$ cat src/design/bhsa_pkg.sv
`default_nettype none
package bhsa_pkg;

  localparam int WordsPerPoolDef = 32;
  localparam int NumPoolsDef = 4;

  localparam int WordBits = 32;
  localparam int WordIdxW = 5;
  localparam int BitIdxW = 5;
  localparam int SlotW = 10;
  localparam int CountW = 11;
  localparam int PoolWordsW = 6;

  localparam logic [WordBits-1:0] FullWord = 32'hffff_ffff;
  localparam logic [PoolWordsW-1:0] PoolWordsReset = 6'd31;

  typedef enum logic [1:0] {
    OP_ALLOC = 2'd0,
    OP_FREE  = 2'd1,
    OP_QUERY = 2'd2
  } op_t;

  typedef enum logic [1:0] {
    ST_OK   = 2'd0,
    ST_FULL = 2'd1,
    ST_BAD  = 2'd2
  } status_t;

  typedef enum logic [2:0] {
    S_IDLE,
    S_SCAN,
    S_ALLOC_WR,
    S_EVAL,
    S_DONE
  } state_t;

  function automatic logic [BitIdxW-1:0] lowest_clear(input logic [WordBits-1:0] v);
    logic [BitIdxW-1:0] b;
    b = '0;
    for (int i = WordBits - 1; i >= 0; i--) begin
      if (!v[i]) b = BitIdxW'(i);
    end
    return b;
  endfunction

endpackage
`default_nettype wire

$ cat src/design/bitmap_handle_slot_allocator_core.sv
// Flow: free and query read the addressed bitmap word, evaluate it (free clears a set bit) and
// present the result; allocate scans from the pool's hint until a word has room, else reports full.
// Throughput: one request at a time; the allocate scan reads one bitmap word per cycle
// through the single memory read port.
// Reset: hints and counts clear at once; the bitmap memory is then swept to zero across all
// NUM_POOLS * WORDS_PER_POOL words, during which no request is taken.
`default_nettype none
module bitmap_handle_slot_allocator_core #(
  parameter int WORDS_PER_POOL = bhsa_pkg::WordsPerPoolDef,
  parameter int NUM_POOLS = bhsa_pkg::NumPoolsDef
) (
  input  wire logic                              clk,
  input  wire logic                              rst,
  input  wire logic                              cfg_wr_en,
  input  wire logic [bhsa_pkg::PoolWordsW-1:0]   cfg_wr_data,
  input  wire logic                              in_valid,
  output logic                                   in_stall,
  input  wire logic [1:0]                        opcode,
  input  wire logic [1:0]                        pool,
  input  wire logic [bhsa_pkg::SlotW-1:0]        slot_index,
  output logic                                   out_valid,
  input  wire logic                              out_stall,
  output logic [bhsa_pkg::SlotW-1:0]             slot_out,
  output logic [1:0]                             status,
  output logic                                   occupied,
  output logic                                   weak_res,
  output logic [bhsa_pkg::CountW-1:0]            used_count
);

  localparam int DEPTH = NUM_POOLS * WORDS_PER_POOL;
  localparam int AW = (DEPTH > 1) ? $clog2(DEPTH) : 1;
  localparam int PW = (NUM_POOLS > 1) ? $clog2(NUM_POOLS) : 1;
  localparam int LIM = (WORDS_PER_POOL < 32) ? WORDS_PER_POOL : 32;

  localparam int WB = bhsa_pkg::WordBits;
  localparam int WIW = bhsa_pkg::WordIdxW;
  localparam int BIW = bhsa_pkg::BitIdxW;
  localparam int CW = bhsa_pkg::CountW;
  localparam int PWW = bhsa_pkg::PoolWordsW;

  bhsa_pkg::state_t state, state_next;

  logic [PWW-1:0] pool_words;
  logic [PWW-1:0] words;

  logic [WIW-1:0] hint  [NUM_POOLS];
  logic [CW-1:0]  count [NUM_POOLS];

  logic [1:0]               op_q;
  logic [1:0]               pool_q;
  logic [PW-1:0]            psel_q;
  logic [bhsa_pkg::SlotW-1:0] slot_q;

  logic [WIW-1:0] ptr;
  logic [PWW-1:0] iss;
  logic           chk_valid;
  logic           chk_last;
  logic [WIW-1:0] chk_word;
  logic [WIW-1:0] hit_word;
  logic [WB-1:0]  hit_data;

  logic [bhsa_pkg::SlotW-1:0] res_slot;
  logic [1:0]                 res_status;
  logic                       res_occ;
  logic [CW-1:0]              res_used;

  logic           mem_busy;
  logic           rd_en;
  logic [AW-1:0]  rd_addr;
  logic [WB-1:0]  rd_data;
  logic           wr_en;
  logic [AW-1:0]  wr_addr;
  logic [WB-1:0]  wr_data;

  logic           accept;
  logic           pool_ok_in;
  logic [PW-1:0]  psel_in;
  logic           alloc_in;
  logic           range_in;
  logic           issue;
  logic           found;
  logic           full;
  logic [BIW-1:0] lc_bit;
  logic           ev_in_range;
  logic           ev_bit;
  logic           ev_clear;
  logic           out_free;

  bhsa_bitmap_mem #(
    .DEPTH(DEPTH),
    .AW   (AW)
  ) u_mem (
    .clk    (clk),
    .rst    (rst),
    .rd_en  (rd_en),
    .rd_addr(rd_addr),
    .rd_data(rd_data),
    .wr_en  (wr_en),
    .wr_addr(wr_addr),
    .wr_data(wr_data),
    .busy   (mem_busy)
  );

  always_comb begin
    if (pool_words == '0) begin
      words = PWW'(1);
    end else if (pool_words > PWW'(LIM)) begin
      words = PWW'(LIM);
    end else begin
      words = pool_words;
    end
  end

  assign in_stall   = (state != bhsa_pkg::S_IDLE) || mem_busy;
  assign accept     = in_valid && !in_stall;
  assign pool_ok_in = 32'(pool) < 32'(NUM_POOLS);
  assign psel_in    = PW'(pool);
  assign alloc_in   = (opcode == bhsa_pkg::OP_ALLOC);
  assign range_in   = PWW'(slot_index[bhsa_pkg::SlotW-1:BIW]) < words;

  assign issue = iss < words;
  assign found = chk_valid && (rd_data != bhsa_pkg::FullWord);
  assign full  = chk_valid && chk_last && !found;

  assign lc_bit      = bhsa_pkg::lowest_clear(hit_data);
  assign ev_in_range = PWW'(slot_q[bhsa_pkg::SlotW-1:BIW]) < words;
  assign ev_bit      = ev_in_range && rd_data[slot_q[BIW-1:0]];
  assign ev_clear    = ev_bit && (op_q == bhsa_pkg::OP_FREE);
  assign out_free    = !out_valid || !out_stall;

  always_comb begin
    state_next = state;
    unique case (state)
      bhsa_pkg::S_IDLE: begin
        if (accept) begin
          if (!pool_ok_in) state_next = bhsa_pkg::S_DONE;
          else if (alloc_in) state_next = bhsa_pkg::S_SCAN;
          else state_next = bhsa_pkg::S_EVAL;
        end
      end
      bhsa_pkg::S_SCAN: begin
        if (found) state_next = bhsa_pkg::S_ALLOC_WR;
        else if (full) state_next = bhsa_pkg::S_DONE;
      end
      bhsa_pkg::S_ALLOC_WR: state_next = bhsa_pkg::S_DONE;
      bhsa_pkg::S_EVAL:     state_next = bhsa_pkg::S_DONE;
      bhsa_pkg::S_DONE: begin
        if (out_free) state_next = bhsa_pkg::S_IDLE;
      end
      default: state_next = bhsa_pkg::S_IDLE;
    endcase
  end

  always_comb begin
    rd_en   = 1'b0;
    rd_addr = '0;
    wr_en   = 1'b0;
    wr_addr = AW'(int'(psel_q) * WORDS_PER_POOL + int'(hit_word));
    wr_data = hit_data | (WB'(1) << lc_bit);
    unique case (state)
      bhsa_pkg::S_IDLE: begin
        rd_en   = accept && pool_ok_in && !alloc_in && range_in;
        rd_addr = AW'(int'(psel_in) * WORDS_PER_POOL
                      + int'(slot_index[bhsa_pkg::SlotW-1:BIW]));
      end
      bhsa_pkg::S_SCAN: begin
        rd_en   = issue && !found;
        rd_addr = AW'(int'(psel_q) * WORDS_PER_POOL + int'(ptr));
      end
      bhsa_pkg::S_ALLOC_WR: begin
        wr_en = 1'b1;
      end
      bhsa_pkg::S_EVAL: begin
        wr_en   = ev_clear;
        wr_addr = AW'(int'(psel_q) * WORDS_PER_POOL
                      + int'(slot_q[bhsa_pkg::SlotW-1:BIW]));
        wr_data = rd_data & ~(WB'(1) << slot_q[BIW-1:0]);
      end
      bhsa_pkg::S_DONE: begin
      end
      default: begin
      end
    endcase
  end

  always_ff @(posedge clk) begin
    if (rst) begin
      state      <= bhsa_pkg::S_IDLE;
      pool_words <= bhsa_pkg::PoolWordsReset;
      out_valid  <= 1'b0;
      for (int p = 0; p < NUM_POOLS; p++) begin
        hint[p]  <= '0;
        count[p] <= '0;
      end
    end else begin
      state <= state_next;
      if (cfg_wr_en) pool_words <= cfg_wr_data;
      if (state == bhsa_pkg::S_DONE && out_free) begin
        out_valid <= 1'b1;
      end else if (out_valid && !out_stall) begin
        out_valid <= 1'b0;
      end
      if (state == bhsa_pkg::S_ALLOC_WR) begin
        hint[psel_q]  <= hit_word;
        count[psel_q] <= count[psel_q] + CW'(1);
      end
      if (state == bhsa_pkg::S_EVAL && ev_clear && count[psel_q] != '0) begin
        count[psel_q] <= count[psel_q] - CW'(1);
      end
    end
  end

  always_ff @(posedge clk) begin
    unique case (state)
      bhsa_pkg::S_IDLE: begin
        op_q      <= opcode;
        pool_q    <= pool;
        psel_q    <= psel_in;
        slot_q    <= slot_index;
        chk_valid <= 1'b0;
        iss       <= '0;
        ptr       <= (PWW'(hint[psel_in]) < words) ? hint[psel_in] : '0;
        res_status <= bhsa_pkg::ST_BAD;
        res_occ    <= 1'b0;
        res_used   <= '0;
        res_slot   <= alloc_in ? '0 : slot_index;
      end
      bhsa_pkg::S_SCAN: begin
        if (issue) begin
          ptr <= (PWW'(ptr) == words - PWW'(1)) ? '0 : ptr + WIW'(1);
          iss <= iss + PWW'(1);
        end
        chk_valid <= issue;
        chk_last  <= (iss == words - PWW'(1));
        chk_word  <= ptr;
        if (found) begin
          hit_word <= chk_word;
          hit_data <= rd_data;
        end
        if (full) begin
          res_slot   <= '0;
          res_status <= bhsa_pkg::ST_FULL;
          res_occ    <= 1'b0;
          res_used   <= count[psel_q];
        end
      end
      bhsa_pkg::S_ALLOC_WR: begin
        res_slot   <= {hit_word, lc_bit};
        res_status <= bhsa_pkg::ST_OK;
        res_occ    <= 1'b1;
        res_used   <= count[psel_q] + CW'(1);
      end
      bhsa_pkg::S_EVAL: begin
        res_slot <= slot_q;
        if (ev_clear) begin
          res_status <= bhsa_pkg::ST_OK;
          res_occ    <= 1'b0;
          res_used   <= (count[psel_q] != '0) ? count[psel_q] - CW'(1) : '0;
        end else begin
          res_status <= ev_bit ? bhsa_pkg::ST_OK : bhsa_pkg::ST_BAD;
          res_occ    <= ev_bit;
          res_used   <= count[psel_q];
        end
      end
      bhsa_pkg::S_DONE: begin
        if (out_free) begin
          slot_out   <= res_slot;
          status     <= res_status;
          occupied   <= res_occ;
          weak_res   <= (pool_q <= 2'd1);
          used_count <= res_used;
        end
      end
      default: begin
      end
    endcase
  end

endmodule
`default_nettype wire

$ cat src/design/bhsa_bitmap_mem.sv
`default_nettype none
module bhsa_bitmap_mem #(
  parameter int DEPTH = bhsa_pkg::WordsPerPoolDef * bhsa_pkg::NumPoolsDef,
  parameter int AW = $clog2(DEPTH)
) (
  input  wire logic                         clk,
  input  wire logic                         rst,
  input  wire logic                         rd_en,
  input  wire logic [AW-1:0]                rd_addr,
  output logic [bhsa_pkg::WordBits-1:0]     rd_data,
  input  wire logic                         wr_en,
  input  wire logic [AW-1:0]                wr_addr,
  input  wire logic [bhsa_pkg::WordBits-1:0] wr_data,
  output logic                              busy
);

  logic [bhsa_pkg::WordBits-1:0] mem [DEPTH];
  logic [AW-1:0] clr_addr;

  logic                          we;
  logic [AW-1:0]                 wa;
  logic [bhsa_pkg::WordBits-1:0] wd;

  always_comb begin
    if (busy) begin
      we = 1'b1;
      wa = clr_addr;
      wd = '0;
    end else begin
      we = wr_en;
      wa = wr_addr;
      wd = wr_data;
    end
  end

  always_ff @(posedge clk) begin
    if (rst) begin
      busy     <= 1'b1;
      clr_addr <= '0;
    end else if (busy) begin
      clr_addr <= clr_addr + AW'(1);
      if (clr_addr == AW'(DEPTH - 1)) busy <= 1'b0;
    end
  end

  always_ff @(posedge clk) begin
    if (we) mem[wa] <= wd;
    if (rd_en) rd_data <= mem[rd_addr];
  end

endmodule
`default_nettype wire
$ cat config.mk
export PLATFORM = sky130hd
export DESIGN_NAME = bitmap_handle_slot_allocator_core
export DESIGN_NICKNAME = d
export VERILOG_FILES = /design/src/design/bhsa_pkg.sv /design/src/design/bitmap_handle_slot_allocator_core.sv /design/src/design/bhsa_bitmap_mem.sv
export SDC_FILE = /design/constraint.sdc
export NUM_CORES = 2
export LEC_CHECK = 0
export ABC_AREA = 1
export BUFFER_PORTS_ARGS = -buffer_cell sky130_fd_sc_hd__buf_4
export CORE_MARGIN = 2
export CORE_UTILIZATION = 40
export CTS_CLUSTER_DIAMETER = 120
export DETAILED_ROUTE_END_ITERATION = 6
export SYNTH_ARGS = -nofsm -noshare
export SYNTH_HDL_FRONTEND = slang
export SYNTH_HIERARCHICAL = 1
export SYNTH_MEMORY_MAX_BITS = 65536
export SYNTH_SLANG_ARGS = --single-unit
$ cat constraint.sdc
create_clock -name clk -period 7.9 [get_ports clk]
set_input_delay 0.79 -clock clk [delete_from_list [all_inputs] [get_ports clk]]
set_output_delay 0.79 -clock clk [all_outputs]
set_load 0.05 [all_outputs]
==> qor.yml <==
synth_edf_count: 4310
crit_family: "simple AND/OR/NAND/NOR gates"
vias_per_cell: 5.60
synth_flop_cell: "edfxtp_1"
muxShareOfSynthArea: 0
end_kind: "flip-flop"
synthXorXnorAreaFrac: 0.00109
synth_top_family_by_area: "simple AND/OR/NAND/NOR gates"
final_layout_size_suffix_gt1_frac: 0.0799
antenna_found_initial: 16
dp_hpwl_um: 294000
fp.dieArea_sq_um: 446000
cts_hold_buf: 17
synth_seq_cells: 4330
clk_latency_ns: 1.01
clkSinkCount: 4330
avgRoutedWirePerCell_um: 25.3
skew_ns: 0.0719
finalSetupViolCount: 0
synth_common_cells: "nand2_1 (4360), edfxtp_1 (4310), nand3_1 (4110)"
die_height_um: 668
chipWidth_um: 668
dr.pass1.iters: 7
numPortBuffers: 51
fmax_mhz: 159
rows: 243
tritoncts: "built"
crit_slowest_cell: "nor2_4"
placed_cell_area_sq_um: 183000
synthAdderAreaFrac: 0.00170
areaGrowthSynthToFinish_pct: 11.9
wl_um: 526000
postCtsSetupBuffers: 0
crit_chain: "clkinv_1 -> nor4_1 -> o21ai_0 -> nand2_1 -> nand3_2 -> a31oi_4 -> nand3_4 -> nor2_4 -> inv_2 -> nand2_1 -> nor2_1 -> clkinv_1 -> nand3_2 -> nor2_4 -> buf_4"
drt_iter0_markers: 14900
period_share: 0.795
rsz0062_at_grt: "no"
slowest_delay_ns: 1.03
report.final.slew_viol_count: 0
cts_root_buf: "clkbuf_16"
synth_top_area_cell: "edfxtp_1"
synthArstFlopShare: 0
yosysMostFrequentCell: "nand2_1"
clk_pin_slew_ns: 0.07
design.core.area_sq_um: 439000
ys_types: 56
ant_nets: 0
cts_buffer_depth: 4
p_per_area_nw_per_um2: 242
routabilityCongestion: 0.978
post-route-min-period_ns: 6.28
slew_headroom: 0.0461
drv_cap: 0
crit_path_max_fanout: 19
worstHoldPathType: "in2reg"
syn_nets: 14700
yosys_warnings: 6
grt_pass1_vias: 109000
numCtsBuffers: 437
grt_max_degree: 177
peakVddDrop_v: 0.000211
vias: 116000
start_util: 0.402
grt_overflow: 0
cts_resized: 0
critPathRequiredTime_ns: 8.53
crit_arrival_ns: 6.91
h-tree-depth: 5
cp.buffers_inverters: 4
avgSynthCellArea_sq_um: 12.1
yosysTopAreaCellShare: 0.733
final_nets: 14600
status: "finished with violations"
yosys-top-cells-area: "edfxtp_1 (73%), nand3_1 (12%), nand2_1 (9.3%)"
seq_area_frac_synth: 0.736
setup_tns_ns: 0
leakagePower_nw: 69.2
drcViolationCount: 1
crit_type: "reg2reg"
violations: "DRC"
cp-start-kind: "flip-flop"
hold_viol: 0
grt_use_total: 0.229
synth_simple_gate_area_frac: 0.220
syn-cell-area_sq_um: 176000
hold_ws_ns: 0.0662
synth_cells: 14600
grt_pass1_wl_um: 759000
final_cell_area_sq_um: 197000
synth-compound-area-share: 0.00791
worst_pin_slew_ns: 1.43
ioPinCount: 52
-- area by class of cell --
type	instances	area, sq um
diodes	5	12.5
clock buffers	572	11700
clock inverters	238	2060
fillers	39200	241000
inverters	171	697
multi-input cells	9185	42100
flip-flops and latches	4330	130000
well taps	5880	7360
repair buffers	405	3720
-- cells in the final DEF (no fill, tap or decap), types with 4 or more instances in the layout --
cell type / Yosys / layout
clkinvlp_4: 0 / 10
nor2_2: 4 / 8
inv_1: 155 / 153
bufinv_16: 0 / 30
o2111ai_1: 7 / 7
o211ai_1: 8 / 8
nor2_1: 333 / 167
inv_16: 0 / 5
nand2_1: 4360 / 4354
inv_6: 0 / 9
o22ai_4: 0 / 4
o221ai_1: 15 / 15
clkbuf_8: 0 / 4
inv_2: 9 / 8
o21ai_0: 73 / 70
dlygate4sd3_1: 0 / 17
dfxtp_1: 20 / 19
clkbuf_16: 0 / 446
diode_2: 0 / 5
nor3_1: 40 / 39
clkinv_2: 2 / 68
o22ai_1: 20 / 16
buf_12: 1 / 51
clkinv_1: 3 / 112
a22oi_1: 9 / 9
nand4_1: 38 / 38
xnor2_1: 4 / 4
xor2_1: 18 / 18
or2_2: 5 / 5
clkinv_8: 0 / 6
nand3_1: 4110 / 4108
nor2_4: 2 / 164
clkbuf_1: 153 / 122
buf_4: 163 / 337
nand2_2: 3 / 9
a21oi_1: 75 / 74
edfxtp_1: 4310 / 4310
ha_1: 24 / 24
nor4_1: 6 / 6
-- cells by family (layout without fill, tap and decap cells) --
logic type,Yosys count,in the layout
flops,4330,4330
simple gates,8909,8909
fa+ha+maj,24,24
xor+xnor,22,22
compound gates,230,230
buf+inv,1128,1386
other cells,0,5
-- report_power, final --
group / total [mW] / internal, mW / switching, mW
Combinational: 2.59 / 0.637 / 1.95
Clock: 20.1 / 11.4 / 8.76
Sequential: 25.0 / 25.0 / 0.0333
Total: 47.7 / 37.0 / 10.8
-- layer usage --
metal,up-vias,track usage,wire length [um],part of all wire
li1,52200,-,-,-
met3,819,0.0489,52200,0.099
met5,-,0,26,0.000049
met4,4,0.0790,19800,0.038
met1,57800,0.320,215000,0.41
met2,5516,0.355,239000,0.45
-- path summary, 6_finish.rpt --
kind                 start           endpoint  slack (ns)  depth (start not counted)
min reg2reg    res_used[0]      used_count[0]        0.42                          0
min          slot_index[0]          slot_q[0]        0.07                          1
max              slot_q[2]  u_mem/mem[16][13]        1.62                         15
max reg2reg      slot_q[2]  u_mem/mem[16][13]        1.62                         15
-- metrics by stage --
stage | cells | utilization | worst slack, ns | power, mW
6_report | 20800 | 0.450 | 1.62 | 47.7
5_1_grt | 20800 | 0.450 | 1.47 | 49.0
4_1_cts | 20800 | 0.450 | 1.82 | 47.9
3_5_place_dp | 20000 | 0.418 | 1.91 | 28.0
3_3_place_gp | 20000 | 0.418 | 1.96 | 28.0
2_1_floorplan | 14600 | - | 1.60 | 27.1
-- flip-flops by register name, summed over array words and instances, names as in the netlist, 3 cells and up, named ones only --
register,cells
u_mem/clr_addr,7
hit_word,5
chk_word,5
res_used,11
slot_out,10
hint,20
ptr,5
slot_q,10
iss,6
u_mem/mem,4096
used_count,11
state,3
count,44
res_slot,10
hit_data,32
u_mem/rd_data,32
pool_words,6
No activity file was read; power rests on OpenSTA's default activity.
